===== config.mk =====
export PLATFORM = sky130hd
export DESIGN_NAME = ffba_first
export DESIGN_NICKNAME = d
export VERILOG_FILES = /design/src/ffba_pkg.sv /design/src/ffba_first.sv
export SDC_FILE = /design/constraint.sdc
export NUM_CORES = 1
export LEC_CHECK = 0
export ABC_AREA = 0
export BUFFER_PORTS_ARGS = -buffer_cell sky130_fd_sc_hd__buf_2
export CAP_MARGIN = 20
export CORE_MARGIN = 3
export CORE_UTILIZATION = 35
export CTS_BUF_LIST = sky130_fd_sc_hd__clkbuf_2 sky130_fd_sc_hd__clkbuf_4 sky130_fd_sc_hd__clkbuf_8
export DETAILED_ROUTE_END_ITERATION = 6
export PLACE_DENSITY = 0.66
export SKIP_LAST_GASP = 1
export SLEW_MARGIN = 15
export SYNTH_ARGS = -nofsm -noshare
export SYNTH_HDL_FRONTEND = slang
export SYNTH_SLANG_ARGS = --single-unit

===== constraint.sdc =====
create_clock -name clk -period 1.99 [get_ports clk]
set_clock_uncertainty 0.2 [all_clocks]
set_input_delay 0.2985 -clock clk [delete_from_list [all_inputs] [get_ports clk]]
set_output_delay 0.2985 -clock clk [all_outputs]
set_load 0.01 [all_outputs]

===== src/ffba_pkg.sv =====
// ----------------------------------------------------------------------------
// ffba_pkg: shared types and constants of the first-fit block allocator
// Table geometry, field widths, request and result formats, operation,
// status and register codes, and the sequencer states.
// ----------------------------------------------------------------------------
package ffba_pkg;

    localparam int MAX_BLOCKS = 64;
    localparam int ADDR_WIDTH = 32;

    localparam int IDX_W   = $clog2(MAX_BLOCKS);
    localparam int CNT_W   = $clog2(MAX_BLOCKS + 1);
    localparam int LEN_W   = 24;
    localparam int RLEN_W  = LEN_W + 1;
    localparam int LIMIT_W = 25;
    localparam int HDR_W   = 7;
    localparam int ROOM_W  = (ADDR_WIDTH > RLEN_W + 1) ? ADDR_WIDTH : RLEN_W + 1;

    // first-hit encoder grouping
    localparam int GRP_W = 8;
    localparam int GRP_N = (MAX_BLOCKS + GRP_W - 1) / GRP_W;

    // configuration port
    localparam int PADDR_W = 4;
    localparam int REG_W   = 2;

    localparam logic [REG_W-1:0] REG_HEAP_BASE    = 2'd0;
    localparam logic [REG_W-1:0] REG_HEAP_LIMIT   = 2'd1;
    localparam logic [REG_W-1:0] REG_HEADER_BYTES = 2'd2;

    localparam logic [31:0]        HEAP_BASE_RST = 32'h0040_0000;
    localparam logic [LIMIT_W-1:0] HEAP_LIMIT_RST = 25'h010_0000;
    localparam logic [HDR_W-1:0]   HEADER_RST     = 7'd12;

    typedef enum logic [1:0] {
        OP_ALLOC   = 2'd0,
        OP_RELEASE = 2'd1,
        OP_RESIZE  = 2'd2
    } op_e;

    typedef enum logic [1:0] {
        ST_DONE    = 2'd0,
        ST_NONE    = 2'd1,
        ST_SPACE   = 2'd2,
        ST_UNKNOWN = 2'd3
    } status_e;

    typedef enum logic [2:0] {
        S_IDLE,
        S_CMP,
        S_PRI1,
        S_PRI2,
        S_SEL,
        S_EXEC
    } state_e;

    typedef struct packed {
        logic [1:0]  op;
        logic [23:0] request_size;
        logic [31:0] target_address;
    } ffba_req_t;

    typedef struct packed {
        logic [31:0] result_address;
        logic [1:0]  status;
    } ffba_rsp_t;

    // per-cell control from the sequencer
    typedef struct packed {
        logic valid;
        logic wr;
        logic set_free;
        logic clr_free;
    } ffba_cell_ctl_t;

    // request data broadcast to every cell
    typedef struct packed {
        logic [ADDR_WIDTH-1:0] target;
        logic [LEN_W-1:0]      size;
        logic [RLEN_W-1:0]     rlen;
        logic [ADDR_WIDTH-1:0] wr_start;
        logic [LEN_W-1:0]      wr_length;
    } ffba_bcast_t;

    // registered compare results of one cell
    typedef struct packed {
        logic match;
        logic fit;
        logic keep;
    } ffba_flags_t;

endpackage


===== src/ffba_first.sv =====
// ----------------------------------------------------------------------------
// ffba_first: two-stage first-hit encoder
// Picks the lowest set bit of the cell hit vector: first within groups of
// eight, then across groups, with a register after each level.
// ----------------------------------------------------------------------------
module ffba_first
    import ffba_pkg::*;
(
    input  logic                  clk,
    input  logic                  rst_n,
    input  logic [MAX_BLOCKS-1:0] hits,
    output logic [MAX_BLOCKS-1:0] first_oh,
    output logic                  any
);

    logic [GRP_N*GRP_W-1:0]       hits_pad;
    logic [GRP_N-1:0][GRP_W-1:0]  grp_first_reg;
    logic [GRP_N-1:0][GRP_W-1:0]  grp_first_next;
    logic [GRP_N-1:0]             grp_any_reg;
    logic [GRP_N-1:0]             grp_any_next;
    logic [GRP_N*GRP_W-1:0]       oh_full;
    logic [MAX_BLOCKS-1:0]        first_oh_reg;
    logic                         any_reg;

    assign hits_pad = (GRP_N * GRP_W)'(hits);

    always_comb
    begin
        logic seen;
        for (int g = 0; g < GRP_N; g++)
        begin
            seen = 1'b0;
            for (int j = 0; j < GRP_W; j++)
            begin
                grp_first_next[g][j] = hits_pad[g*GRP_W + j] && !seen;
                seen = seen || hits_pad[g*GRP_W + j];
            end
            grp_any_next[g] = seen;
        end
    end

    always_comb
    begin
        logic seen;
        seen = 1'b0;
        for (int g = 0; g < GRP_N; g++)
        begin
            for (int j = 0; j < GRP_W; j++)
            begin
                oh_full[g*GRP_W + j] = grp_first_reg[g][j] && grp_any_reg[g] && !seen;
            end
            seen = seen || grp_any_reg[g];
        end
    end

    always_ff @(posedge clk or negedge rst_n)
    begin
        if (!rst_n)
        begin
            grp_first_reg <= '0;
            grp_any_reg   <= '0;
            first_oh_reg  <= '0;
            any_reg       <= 1'b0;
        end
        else
        begin
            grp_first_reg <= grp_first_next;
            grp_any_reg   <= grp_any_next;
            first_oh_reg  <= oh_full[MAX_BLOCKS-1:0];
            any_reg       <= |grp_any_reg;
        end
    end

    assign first_oh = first_oh_reg;
    assign any      = any_reg;

endmodule


**Word-level counts from Yosys, hierarchy flattened**

Cells that the tools add are included.

- Latch bits: 0
- Output and inout port bits: 65
- Word-level logic and storage cells: 313
- Memory bits (read-only): 0
- Bits of input ports: 66
- RAM bits: 0
- Bits in registers: 137
- Memories: 0

- $lt $le $gt $ge: 0
- Div/mod/pow operators: 0
- Reductions and logical operators: 302
- $add $sub $neg: 0
- Bitwise logic cells: 0
- Multiply operators: 0
- Muxes and demuxes: 0
- Shift-type cells: 0
- Eq/ne operators: 0

Operators with widths:

| operator | count |
|---|---|
| 1-bit logical AND | 176 |
| 1-bit zero test | 63 |
| 1-bit logical OR | 62 |
| 8-bit OR reduction | 1 |

**Longest topological paths before layout**

- Depth in word-level cells: 8
- Mapped depth: 4
- Depth with buffers taken out: 2

**Least setup slack after synthesis**

OpenSTA, ideal clock, no wires.

- Path type: register to register
- From: reg grp_any_reg[0]
- To: reg any_reg (netlist: any)
- Path slack: 153 ps
- Cell stages (with the launch flop): 4
- Arrival time: 1498 ps
- Period minus slack after synthesis: 1837 ps
- Setup time: 139 ps
- Data required time: 1651 ps
- Path buffers: 1
- Cells stage by stage: dfrtp_1 or4_1 buf_2 or4_4

- Cells in the longest elaborated chain, start to end: 1

Ends and longest elaborated chain:

| what | RTL line | source |
|---|---|---|
| start, declared | ffba_first.sv:19 | `logic [GRP_N-1:0] grp_any_reg;` |
| start signal, assigned | ffba_first.sv:68 | `grp_any_reg <= grp_any_next;` |
| 8-bit OR reduction | ffba_first.sv:70 | `any_reg <= \|grp_any_reg;` |
| end signal, assigned | ffba_first.sv:70 |  |
| end, declared | ffba_first.sv:23 | `logic any_reg;` |

No other way between the ends.

==> flow_metrics.env <==
export IMPL_grt_max_degree=53
export IMPL_grt_pass1_wl_microns=16700
export IMPL_relSlewSlack=0.547
export IMPL_via_per_inst=4.43
export IMPL_hold_viol=0
export IMPL_maxUsedRoutingLayer="met4"
export IMPL_vias=3298
export IMPL_setup_tns_ns=0
export IMPL_cts_setup_buffers=0
export IMPL_critPathLaunch="hits[1]"
export IMPL_drive_gt1_frac=0.316
export IMPL_end_kind="flop"
export IMPL_synthToLayoutAreaGrowth_pct=47.4
export IMPL_synthCells=323
export IMPL_critical_path_max_stage_delay_ns=0.54
export IMPL_p_leak_nw=3.55
export IMPL_path_delay_family="buffers and inverters"
export IMPL_final_common_cell="dfrtp_1"
export IMPL_fmax_mhz=517
export IMPL_crit_top_cell="dlygate4sd3_1"
export IMPL_dieWidth_microns=120
export IMPL_mostFrequentLayoutCells="dfrtp_1, buf_2, dlygate4sd3_1"
export IMPL_wl_met1_microns=3990
export IMPL_hold_path_startpoint="hits[11]"
export IMPL_antenna_cells=0
export IMPL_synthesis_nets=389
export IMPL_cp_data_arrival_time_ns=2.11
export IMPL_yosys_warnings=0
export IMPL_regArea_sq_mm=0.00343
export IMPL_portBuffers=130
export IMPL_cp_num_buf_inv=4
export IMPL_clkSinkCount=137
export IMPL_rsz0062_at_grt="no"
export IMPL_dr_pass1_iters=4
export IMPL_fill_cells=1095
export IMPL_ys_ff_latch=137
export IMPL_tritoncts="yes"
export IMPL_crit_path_start_kind="primary input"
export IMPL_drc=0
export IMPL_cp_required_ns=2.17
export IMPL_die_h_microns=120
export IMPL_antenna_found_initial=0
export IMPL_ant_nets=0
export IMPL_syn_avg_cell_area_sq_um=14.1
export IMPL_io_pins=131
export IMPL_critPathSlowestCell="dlygate4sd3_1"
export IMPL_max_cap_violations=0
export IMPL_cts_buffers=17
export IMPL_grt_pass1_vias=3596
export IMPL_post_dp_hpwl_microns=6560
export IMPL_worst_pin_slew_ns=0.674
export IMPL_hold_path_class="in2reg"
export IMPL_wl_met3_microns=790
export IMPL_detail_route_wl_per_cell_microns=13.9
export IMPL_clock_latency_ns=0.44
export IMPL_maxSlewViolCount=0
export IMPL_cts_htree_levels=4
export IMPL_drt_iter0_drc=161
export IMPL_clockRootBuffer="clkbuf_8"
export IMPL_start_util=0.360
export IMPL_layout_nets=625
export IMPL_ys_types=21
export IMPL_core_sq_mm=0.0127
export IMPL_ys_seq_area_frac=0.752
export IMPL_rows=41
export IMPL_worstReg2RegStart="grp_any_reg[0]"
export IMPL_clkTransAtPathRegs_ns=0.07
export IMPL_final_util=0.530
export IMPL_crit_chain="dlygate4sd3_1 > buf_2 > nor4_2 > buf_4 > and3_1 > dlygate4sd3_1"
export IMPL_outcome="complete, no violations"
export IMPL_drt_wl_total_microns=10300
export IMPL_met2_length_microns=5240
export IMPL_die_area_sq_mm=0.0144
export IMPL_path_class="in2reg"
export IMPL_synth_cell_area_sq_mm=0.00456
export IMPL_min_period_ns=1.94
export IMPL_multi_input_area_sq_mm=0.00108
export IMPL_pwr_density_cell_mw_per_mm2=782
export IMPL_cts_buffer_depth=2
export IMPL_overflow=0
export IMPL_place_congestion=0.757
export IMPL_fin_crit_sh=0.973
export IMPL_grtUsageTotal=0.151
export IMPL_crit_fanout=5
export IMPL_setup_viol=0
export IMPL_vdd_drop_max_mv=0.469
## cells by family (layout without fill, tap and decap cells)
family	Yosys count	count (layout)	share of synthesized area
simple gates	171	171	0.235
flops	137	137	0.752
buf+inv	15	264	0.0129
## synth_stat cells, drive strengths merged
master  instances  area, sq um
or2             1         6.26
nor4b           9         78.8
or4b            1         10.0
and2           40          250
dfrtp         137         3430
inv             7         26.3
buf             2         10.0
or4             2         18.8
nor2           16         60.1
nand3           8         40.0
clkbuf          6         22.5
nor3b           9         67.6
and3b           8         70.1
and4b           8         80.1
nand3b          1         7.51
nand2           9         33.8
nor3           17         85.1
nor4            9         56.3
nor2b          10         62.6
and3           23          144
## layout make-up
type | instances | share of cell area
sequential | 137 | 0.510
timing repair buffer | 225 | 0.238
multi-input combinational | 171 | 0.161
clock buffer | 20 | 0.0400
tap | 172 | 0.0320
clock inverter | 12 | 0.0149
inverter | 7 | 0.00391
## tightest hold or removal path: stages
cell,delay (ns)
buf_2,0.09
nor4_1,0.05
buf_4,0.13
nand3_1,0.07
## through the flow
step / worst slack [ns] / hold slack, ns / instances / instance area (sq um) / power, mW
floorplan: 0.153 / -0.197 / 323 / 4560 / 2.93
global placement: 0.233 / 0.0799 / 631 / 5530 / 3.09
detailed placement: 0.209 / 0.0842 / 631 / 5530 / 3.10
CTS: 0.0756 / 0.00803 / 744 / 6710 / 5.32
global route: 0.00544 / 0.0378 / 744 / 6720 / 5.48
finish: 0.0542 / 0.0358 / 744 / 6720 / 5.26
## timing repair
| item | CTS | global route |
|---|---|---|
| hold endpoints to repair | 189 | 0 |
| gates resized for setup | 0 | 1 |
| hold buffers | 81 | 0 |
| endpoints found under the setup margin | 0 | 1 |
## per-layer routing
layer | track usage | vias to the layer above
met4 | 0.0709 | 0
met1 | 0.165 | 1573
li1 | - | 1574
met3 | 0.0613 | 28
met5 | 0 | -
met2 | 0.257 | 123
## where the power goes
group / internal, mW / switching [mW] / total, mW
combinational: 0.188 / 0.154 / 0.342
clock: 1.06 / 1.03 / 2.09
sequential: 2.82 / 0.00802 / 2.83
total: 4.06 / 1.19 / 5.26
## path summary, 6_finish.rpt
path	to	slack, ns	cells past startpoint
setup / recovery	grp_first_reg[6]	0.05	6
max in group asynchronous	grp_any_reg[2]	0.85	3
hold reg to reg	first_oh[9]	0.25	1
min in group asynchronous	first_oh[36]	0.18	2
hold / removal	grp_any_reg[1]	0.04	4
setup reg to reg	any	0.20	2
Power figures use the tool's default switching activity.
