File: src/ffba_pkg.sv
// ----------------------------------------------------------------------------
// ffba_pkg: shared types and constants of the first-fit block allocator
// Table geometry, field widths, request and result formats, operation,
// status and register codes, and the sequencer states.
// ----------------------------------------------------------------------------
package ffba_pkg;

    localparam int MAX_BLOCKS = 64;
    localparam int ADDR_WIDTH = 32;

    localparam int IDX_W   = $clog2(MAX_BLOCKS);
    localparam int CNT_W   = $clog2(MAX_BLOCKS + 1);
    localparam int LEN_W   = 24;
    localparam int RLEN_W  = LEN_W + 1;
    localparam int LIMIT_W = 25;
    localparam int HDR_W   = 7;
    localparam int ROOM_W  = (ADDR_WIDTH > RLEN_W + 1) ? ADDR_WIDTH : RLEN_W + 1;

    // first-hit encoder grouping
    localparam int GRP_W = 8;
    localparam int GRP_N = (MAX_BLOCKS + GRP_W - 1) / GRP_W;

    // configuration port
    localparam int PADDR_W = 4;
    localparam int REG_W   = 2;

    localparam logic [REG_W-1:0] REG_HEAP_BASE    = 2'd0;
    localparam logic [REG_W-1:0] REG_HEAP_LIMIT   = 2'd1;
    localparam logic [REG_W-1:0] REG_HEADER_BYTES = 2'd2;

    localparam logic [31:0]        HEAP_BASE_RST = 32'h0040_0000;
    localparam logic [LIMIT_W-1:0] HEAP_LIMIT_RST = 25'h010_0000;
    localparam logic [HDR_W-1:0]   HEADER_RST     = 7'd12;

    typedef enum logic [1:0] {
        OP_ALLOC   = 2'd0,
        OP_RELEASE = 2'd1,
        OP_RESIZE  = 2'd2
    } op_e;

    typedef enum logic [1:0] {
        ST_DONE    = 2'd0,
        ST_NONE    = 2'd1,
        ST_SPACE   = 2'd2,
        ST_UNKNOWN = 2'd3
    } status_e;

    typedef enum logic [2:0] {
        S_IDLE,
        S_CMP,
        S_PRI1,
        S_PRI2,
        S_SEL,
        S_EXEC
    } state_e;

    typedef struct packed {
        logic [1:0]  op;
        logic [23:0] request_size;
        logic [31:0] target_address;
    } ffba_req_t;

    typedef struct packed {
        logic [31:0] result_address;
        logic [1:0]  status;
    } ffba_rsp_t;

    // per-cell control from the sequencer
    typedef struct packed {
        logic valid;
        logic wr;
        logic set_free;
        logic clr_free;
    } ffba_cell_ctl_t;

    // request data broadcast to every cell
    typedef struct packed {
        logic [ADDR_WIDTH-1:0] target;
        logic [LEN_W-1:0]      size;
        logic [RLEN_W-1:0]     rlen;
        logic [ADDR_WIDTH-1:0] wr_start;
        logic [LEN_W-1:0]      wr_length;
    } ffba_bcast_t;

    // registered compare results of one cell
    typedef struct packed {
        logic match;
        logic fit;
        logic keep;
    } ffba_flags_t;

endpackage

File: src/ffba_cell.sv
// ----------------------------------------------------------------------------
// ffba_cell: one entry of the block table
// Holds start address, rounded length and free mark of one block and
// registers its compare results against the request in flight.
// ----------------------------------------------------------------------------
module ffba_cell
    import ffba_pkg::*;
(
    input  logic                  clk,
    input  logic                  rst_n,
    input  ffba_cell_ctl_t        ctl,
    input  ffba_bcast_t           bc,
    output ffba_flags_t           flags,
    output logic [ADDR_WIDTH-1:0] start
);

    logic [ADDR_WIDTH-1:0] start_reg;
    logic [LEN_W-1:0]      length_reg;
    logic                  free_reg;
    ffba_flags_t           flags_reg;
    ffba_flags_t           flags_next;

    always_ff @(posedge clk)
    begin
        if (ctl.wr)
        begin
            start_reg  <= bc.wr_start;
            length_reg <= bc.wr_length;
        end
    end

    always_ff @(posedge clk or negedge rst_n)
    begin
        if (!rst_n)
        begin
            free_reg <= 1'b0;
        end
        else if (ctl.wr || ctl.clr_free)
        begin
            free_reg <= 1'b0;
        end
        else if (ctl.set_free)
        begin
            free_reg <= 1'b1;
        end
    end

    always_comb
    begin
        flags_next.match = ctl.valid && (start_reg == bc.target);
        flags_next.fit   = ctl.valid && free_reg && ({1'b0, length_reg} >= bc.rlen);
        flags_next.keep  = (length_reg >= bc.size);
    end

    always_ff @(posedge clk or negedge rst_n)
    begin
        if (!rst_n)
        begin
            flags_reg <= '0;
        end
        else
        begin
            flags_reg <= flags_next;
        end
    end

    assign flags = flags_reg;
    assign start = start_reg;

endmodule

File: config.mk
export PLATFORM = sky130hd
export DESIGN_NAME = ffba_cell
export DESIGN_NICKNAME = d
export VERILOG_FILES = /design/src/ffba_pkg.sv /design/src/ffba_cell.sv
export SDC_FILE = /design/constraint.sdc
export NUM_CORES = 1
export LEC_CHECK = 0
export BUFFER_PORTS_ARGS = -buffer_cell sky130_fd_sc_hd__clkbuf_2
export CORE_UTILIZATION = 45
export CTS_CLUSTER_SIZE = 24
export DETAILED_ROUTE_END_ITERATION = 12
export GPL_ROUTABILITY_DRIVEN = 0
export HOLD_SLACK_MARGIN = 0.12
export MAX_ROUTING_LAYER = met4
export PLACE_DENSITY = 0.8
export RECOVER_POWER = 25
export SLEW_MARGIN = 15
export SYNTH_ARGS = -nofsm -noshare
export SYNTH_HDL_FRONTEND = slang
export SYNTH_SLANG_ARGS = --single-unit
File: constraint.sdc
create_clock -name clk -period 2.37 [get_ports clk]
set_input_delay 0.1185 -clock clk [delete_from_list [all_inputs] [get_ports clk]]
set_output_delay 0.1185 -clock clk [all_outputs]
set_load 0.01 [all_outputs]
Yosys cells after proc, flatten, opt, wreduce, memory -nomap -nowiden

Cells that the tools add are included.
W data, S select, Z words.

Flip-flop bits (word level): 60
Latch bits: 0
Bits in writable memories: 0
Memory bits (read-only): 0
Input port bits: 143
Output and inout port bits: 35
Word-level logic and storage cells: 16
Memories kept: 0

$add $sub $neg: 0
Multipliers: 0
Div/mod/pow operators: 0
Magnitude comparators: 2
Equal/unequal tests: 1
Shifts and indexed selects: 0
Muxes and demuxes: 2
Bitwise gates (word level): 0
Reduce and logical (&&, ||, !) cells: 5

Operator list:

| operator            | count |
|---|---|
| $eq A32 B32 Y1      | 1 |
| $ge A24 B25 Y1      | 1 |
| $ge A24 B24 Y1      | 1 |
| $logic_and A1 B1 Y1 | 3 |
| $mux W1             | 2 |
| $reduce_bool A2 Y1  | 1 |
| $logic_or A1 B1 Y1  | 1 |

Longest topological paths before layout

Gate-level depths: netlist of run 1.

Word-level depth: 2
Mapped depth: 7
Mapped depth without buffers: 7

Worst setup path after synthesis of run 1

Ideal clock, no wire load.

Path type: register -> register
Start point: reg length_reg[0]
End point: reg flags_reg, in the netlist flags[0]
Arrival time: 1.510 ns
Setup slack: 0.725 ns
Stages on the path, launching flop included: 8
Cell sequence: edfxtp_1 -> inv_1 -> ha_1 -> nand2b_1 -> a211oi_1 -> o211ai_1 -> a2111oi_1 -> o211ai_1

RTL lines:

| element                | line            | RTL |
|---|---|---|
| start, declared        | ffba_cell.sv:18 | `logic [LEN_W-1:0] length_reg;` |
| start signal, assigned | ffba_cell.sv:28 | `length_reg <= bc.wr_length;` |
| end signal, assigned   | ffba_cell.sv:63 | `flags_reg <= flags_next;` |
| end, declared          | ffba_cell.sv:20 | `ffba_flags_t flags_reg;` |

==> key figures, run 1 <==
Outcome
  • Status: finished, final reports clean

Floorplanning
  • DIE HEIGHT: 88.11 um
  • Starting Density: 46.25%
  • Die ar.: 7763 um2
  • Num rows: 31
  • DIE WIDTH: 88.11 um
  • Core area: 7214 um2
  • Top Ports: 178

Synth
  • Post-synthesis cell type count: 29
  • Most instantiated library cell after synthesis: edfxtp_1
  • Yosys top cell area share: 50.39%
  • Syn Std Cell Area: 3337 um2
  • Post-synth top flop: edfxtp_1
  • Syn Inst Count: 273
  • EDFF count, synth: 56
  • Avg Cell Area, Syn: 12.22 um2
  • Dominant cell type by area after synthesis: edfxtp_1
  • FF+latch count, synth: 60
  • Share of flip-flops with an asynchronous set or reset: 6.667%
  • Synthesis Warnings: 0
  • Main area contributors after synthesis: edfxtp_1 (50%), ha_1 (18%), inv_1 (5.8%), xor2_1 (5.8%), dfrtp_1 (3.0%)
  • Post-synth top cells: edfxtp_1 (56), inv_1 (52), ha_1 (48), xor2_1 (22), a21oi_1 (14)
  • Seq/Total Area, Yosys: 53.39%
  • Post-synthesis net count: 464

Placed design
  • Port Buf Inserts: 177
  • Post-DP HPWL: 6.694 mm
  • Place WS: 0.5948 ns

STA
  • Final hold vios: 0
  • Slew @ Worst Pin: 0.6216 ns
  • Clock skew: 0.01645 ns
  • Setup-failing EPs final: 0
  • Fmax achieved: 0.5447 GHz
  • RSZ-0062 raised after global routing: no
  • Setup_tns: 0 ns
  • Final worst path period share: 77.47%
  • Final slew viol count: 0
  • Tmin final: 1.836 ns
  • Relative slew margins: 58.56%
  • Fin worst setup slack: 0.5340 ns

Critical path
  • Worst R2R Setup Slack: 0.53 ns
  • Worst EP required: 2.57 ns
  • Critical R2R Capture: flags[2]
  • Max FO, Critical Path: 2
  • Worst path max stage delay: 0.56 ns
  • Startpoint types: flop
  • CP Class: reg2reg
  • Reg2reg path depth: 5
  • CP cell instances: xor2_1, a21oi_1, nand4_1, dlygate4sd3_1, nor4_1
  • Slowest cell on the critical path: dlygate4sd3_1
  • Data arrival, critical path: 2.04 ns
  • CP endpoint kind: flop
  • R2R Path Start: start[26]

Routing
  • Vias per cell: 4.895
  • Wire per inst: 15.25 um
  • Via Count: 3074
  • Final wirelength: 9.580 mm
  • Residual DRC: 0
  • Drt first pass iters: 7
  • Initial DRC Count: 86
  • Routed Antenna Nets: 0

Finish
  • Fill count: 523
  • Layout cells sized above 1: 35.92%
  • Max reg flops: 32
  • Syn-to-layout area delta: 54.93%
  • Nets@finish: 715
  • Number of inserted diodes: 0
  • Fin util: 71.66%

Worst hold path
  • Worst min-delay path class: in2reg
  • Hold path start: bc[118]
  • Hold Crit Endpoint: flags[2]
  • Hold Crit Depth: 4

Pwr
  • Pwr Total: 2.769 mW
  • Leak Pwr: 2.598 nW
  • PD cells: 535.6 nW/um2
  • Peak VDD IR: 457.8 uV

GRT
  • GRT Resource Usage Total: 26.33%
  • Largest net degree at the start of global routing: 36
  • Vias in the first global route: 3227
  • Overflow after GRT: 0
  • Antenna violations before repair: 0
  • First-pass GRT wire length: 14.55 mm

CTS
  • H-tree depth: 3
  • Root buf cell: clkbuf_8
  • TritonCTS sink count: 60
  • Bufs on Longest Clock Path: 2
  • Clk_lat worst skew: 0.33 ns
  • TritonCTS clock tree: yes
  • Num CTS Buffers: 9
  • Clk slew on worst S/H paths: 0.06 ns

Run
  • Max_cap viols: 0
layout make-up:
type                    instances  area [um2]  share of cell area [%]
flip-flops and latches         60        1782                   34.46
repair buffers                240        1525                   29.50
clock buffers                  11       131.4                   2.541
inverters                      52       195.2                   3.775
multi-input cells             161        1360                   26.31
well taps                      99       123.9                   2.396
clock inverters                 5       52.55                   1.016
worst max-delay path by stage:
stage,startpoint,end,slack [ns],cells past startpoint
after floorplan,length_reg[0],flags[0],0.73,7
after global placement,length_reg[0],flags[0],0.63,7
after detailed placement,length_reg[4],flags[0],0.59,6
after CTS,start[26],flags[2],0.51,5
after global routing,start[26],flags[2],0.35,5
final,start[26],flags[2],0.53,5
worst max-delay path: cells and delay by family (launching register included):
kind            cells  cell delay, ns
compound gates      1            0.17
xor+xnor            1            0.16
buf+inv             1            0.56
flops               1            0.41
simple gates        2            0.42
per-stage QoR:
stage                     hold slack, ns  cell area (um2)  std cells
after floorplan                  -0.1771             3337        273
final                             0.1537             5170        628
after global placement          -0.04200             4367        550
after CTS                         0.1261             5171        628
after global routing              0.1654             5170        628
after detailed placement        -0.05252             4367        550
kinds of logic (layout without fill, tap and decap cells):
| logic type | Yosys count | count (layout) | share of synthesized area (%) |
|---|---|---|---|
| flops | 60 | 60 | 53.39 |
| compound gates | 44 | 44 | 8.474 |
| buf+inv | 52 | 308 | 5.849 |
| simple gates | 41 | 41 | 6.937 |
| fa+ha+maj | 48 | 48 | 18.00 |
| xor+xnor | 28 | 28 | 7.349 |
per-layer routing:
layer / GRT usage, % / vias up / wire length [um]
li1: - / 1492 / -
met1: 27.34 / 1421 / 3504
met2: 46.86 / 142 / 5187
met3: 7.257 / 19 / 683
met4: 10.85 / 0 / 206
met5: - / - / 0
repair_timing:
action | CTS | global route
resized for setup | 0 | 0
setup endpoints to repair | 0 | 0
buffers inserted | 0 | 0
endpoints found under the hold margin | 63 | 0
hold buffers | 62 | 0
where the power goes:
part | internal [mW] | switching [mW] | total, mW
Combinational | 0.312 | 0.269 | 0.581
Sequential | 1.25 | 0.0570 | 1.31
Clock | 0.481 | 0.397 | 0.878
placed cells by master, fill, tap and decap left out:
cell type and n:
a21oi_1 14, clkbuf_2 176, o31ai_1 1, a21o_1 5, nand2_1 3, nand4_1 9
o22ai_1 2, clkinv_4 1, clkinv_2 2, xor2_1 22, nand2b_1 1, o211ai_1 4
o21ai_0 5, a2111oi_1 1, a211o_1 1, a21boi_0 2, clkbuf_1 3, dfrtp_1 4
clkbuf_8 9, buf_12 1, a22o_1 1, nand3_1 6, nor4_1 8, ha_1 48
nor2_1 5, o21a_1 1, a211oi_1 5, nor3_1 4, bufinv_16 1, inv_1 52
and4_1 2, a31oi_1 2, edfxtp_1 56, nand4b_1 1, xnor2_1 6, dlygate4sd3_1 62
nor2b_1 2, clkinv_1 1
(Power assumes the default switching activity.)
==> inputs of run 2 (changes only) <==
--- a/config.mk
+++ b/config.mk
@@ -6,13 +6,13 @@
 export NUM_CORES = 1
 export LEC_CHECK = 0
 export BUFFER_PORTS_ARGS = -buffer_cell sky130_fd_sc_hd__clkbuf_2
-export CORE_UTILIZATION = 45
+export CORE_UTILIZATION = 41
 export CTS_CLUSTER_SIZE = 24
 export DETAILED_ROUTE_END_ITERATION = 12
 export GPL_ROUTABILITY_DRIVEN = 0
 export HOLD_SLACK_MARGIN = 0.12
 export MAX_ROUTING_LAYER = met4
-export PLACE_DENSITY = 0.8
+export PLACE_DENSITY = 0.77
 export RECOVER_POWER = 25
 export SLEW_MARGIN = 15
 export SYNTH_ARGS = -nofsm -noshare
==> constraint.sdc (replaced) <==
create_clock -name clk -period 1.6 [get_ports clk]
set_input_delay 0.08 -clock clk [delete_from_list [all_inputs] [get_ports clk]]
set_output_delay 0.08 -clock clk [all_outputs]
set_load 0.01 [all_outputs]
==> run 2 against run 1 <==
The flow now finishes with violations (setup timing). Sequential cell count is the same. Wire length grew 1.5%. Critical path depth grew 2. Core utilization shrank 2.4 points. Total power grew 57%. Die area grew 9.5%. Sequential share of layout area shrank 1.5 points. Largest cell class unchanged.
==> key figures, run 2 (synthesis results as in run 1) <==
Outcome
  • Status: complete, but fails checks (was finished, final reports clean)
  • Failing checks: setup timing

Placed design
  • Port Buf Inserts: 177 (unchanged)
  • Post-DP HPWL: 6.639 mm (was 6.694 mm)
  • Area post-placement: 4410 um2 (was 4367 um2)

GRT
  • First-pass GRT wire length: 15.11 mm (was 14.55 mm)
  • Overflow after GRT: 0 (unchanged)
  • Vias in the first global route: 3365 (was 3227)
  • Antenna violations before repair: 0 (unchanged)
  • Largest net degree at the start of global routing: 36 (unchanged)
  • GRT Resource Usage Total: 24.05% (was 26.33%)

Pwr
  • Leak Pwr: 2.674 nW (was 2.598 nW)
  • PD cells: 802.6 nW/um2 (was 535.6 nW/um2)
  • Peak VDD IR: 698.1 uV (was 457.8 uV)
  • Pwr Total: 4.340 mW (was 2.769 mW)

CTS
  • Root buf cell: clkbuf_8 (unchanged)
  • TritonCTS sink count: 60 (unchanged)
  • H-tree depth: 3 (unchanged)
  • Bufs on Longest Clock Path: 2 (unchanged)
  • Clk slew on worst S/H paths: 0.07 ns (was 0.06 ns)
  • Num CTS Buffers: 9 (unchanged)
  • TritonCTS clock tree: yes (unchanged)
  • Clk_lat worst skew: 0.33 ns (about the same)

Floorplanning
  • Top Ports: 178 (unchanged)
  • DIE HEIGHT: 92.22 um (was 88.11 um)
  • Num rows: 32 (was 31)
  • DIE WIDTH: 92.22 um (was 88.11 um)
  • Starting Density: 42.74% (was 46.25%)
  • Core area: 7807 um2 (was 7214 um2)
  • Die ar.: 8504 um2 (was 7763 um2)

STA
  • RSZ-0062 raised after global routing: yes (was no)
  • Final hold vios: 0 (unchanged)
  • Fmax achieved: 0.5761 GHz (was 0.5447 GHz)
  • Relative slew margins: 14.76% (was 58.56%)
  • Setup_tns: -0.1912 ns (was 0 ns)
  • Tmin final: 1.736 ns (was 1.836 ns)
  • Setup-failing EPs final: 3 (was 0)
  • Final worst path period share: 108.5% (was 77.47%)
  • Clock skew: 0.01079 ns (was 0.01645 ns)
  • Final slew viol count: 0 (unchanged)
  • Slew @ Worst Pin: 1.279 ns (was 0.6216 ns)
  • Fin worst setup slack: -0.1357 ns (was 0.5340 ns)

Critical path
  • Startpoint types: flop (unchanged)
  • Data arrival, critical path: 1.93 ns (was 2.04 ns)
  • Worst EP required: 1.80 ns (was 2.57 ns)
  • CP Class: reg2reg (unchanged)
  • CP endpoint kind: flop (unchanged)
  • Max FO, Critical Path: 2 (unchanged)

Finish
  • Fill count: 552 (was 523)
  • Fin util: 69.26% (was 71.66%)
  • Number of inserted diodes: 0 (unchanged)
  • Most common cell after layout, fill and taps aside: clkbuf_2 (unchanged)
  • Nets@finish: 729 (was 715)
  • Layout cells sized above 1: 39.30% (was 35.92%)
  • Max reg flops: 32 (unchanged)
  • Most frequent cells in the layout: clkbuf_2 (177), dlygate4sd3_1 (67), edfxtp_1 (56), inv_1 (51), ha_1 (43) (was clkbuf_2 (176), dlygate4sd3_1 (62), edfxtp_1 (56), inv_1 (52), ha_1 (48))
  • Syn-to-layout area delta: 62.05% (was 54.93%)
  • Final Instance Area: 5408 um2 (was 5170 um2)

Routing
  • Wire per inst: 15.10 um (was 15.25 um)
  • Drt first pass iters: 4 (was 7)
  • Final wirelength: 9.727 mm (was 9.580 mm)
  • Via Count: 3125 (was 3074)
  • Initial DRC Count: 63 (was 86)
  • Residual DRC: 0 (unchanged)
  • Vias per cell: 4.852 (was 4.895)
  • Routed Antenna Nets: 0 (unchanged)

Run
  • Max_cap viols: 0 (unchanged)

Worst hold path
  • Worst min-delay path class: in2reg (unchanged)
-- run 2: worst max-delay path, stage by stage (launching register included) --
cell and delay (ns):
edfxtp_1 0.38, inv_2 0.08, ha_4 0.19, nand2b_4 0.13
a211oi_2 0.17, o211ai_1 0.13, a2111oi_2 0.39, o211ai_1 0.14
-- run 2: path summary, 6_finish.rpt --
path	startpoint	end	slack, ns	depth (start not counted)
setup / recovery	length_reg[0]	flags[0]	-0.14	7
hold reg to reg	free_reg	flags[1]	0.56	2
max in group asynchronous	rst_n	free_reg	0.73	3
setup reg to reg	length_reg[0]	flags[0]	-0.14	7
hold / removal	bc[132]	flags[2]	0.17	5
min in group asynchronous	rst_n	flags[0]	0.68	3
-- run 2: cell type report --
cell class / count / area [um2] / area share, %
repair buffers: 254 / 1628 / 30.10
clock buffers: 9 / 123.9 / 2.291
well taps: 102 / 127.6 / 2.360
multi-input cells: 161 / 1471 / 27.21
clock inverters: 6 / 80.08 / 1.481
flip-flops and latches: 60 / 1782 / 32.95
inverters: 52 / 195.2 / 3.609
-- run 2: through the flow --
stage	hold slack [ns]	instances	setup slack, ns
after floorplan	-0.2156	273	-0.04474
after global placement	-0.09082	560	-0.1553
after detailed placement	-0.09196	560	-0.2130
after CTS	0.1593	644	-0.1467
after global routing	0.2031	644	-0.2378
final	0.1722	644	-0.1357
-- run 2: layer usage --
metal  share of wire (%)  global-route usage, %  vias up  wire length, um
li1                    -                      -     1522                -
met3                 5.6                  4.478       23              546
met2                  53                  42.85      136             5165
met4                 2.6                  10.29        0              253
met5                   0                      -        -                0
met1                  39                  26.14     1444             3761
-- run 2: what timing repair did --
item,CTS,global route
setup buffers,2,0
gates resized for setup,12,4
hold buffers,67,0
endpoints found under the hold margin,63,0
gates cloned,0,0
setup endpoints to repair,2,3
pin swaps,11,0
-- run 2: where the power goes --
part | internal [mW] | switching (mW)
Combinational | 0.512 | 0.425
Clock | 0.855 | 0.606
Sequential | 1.86 | 0.0838
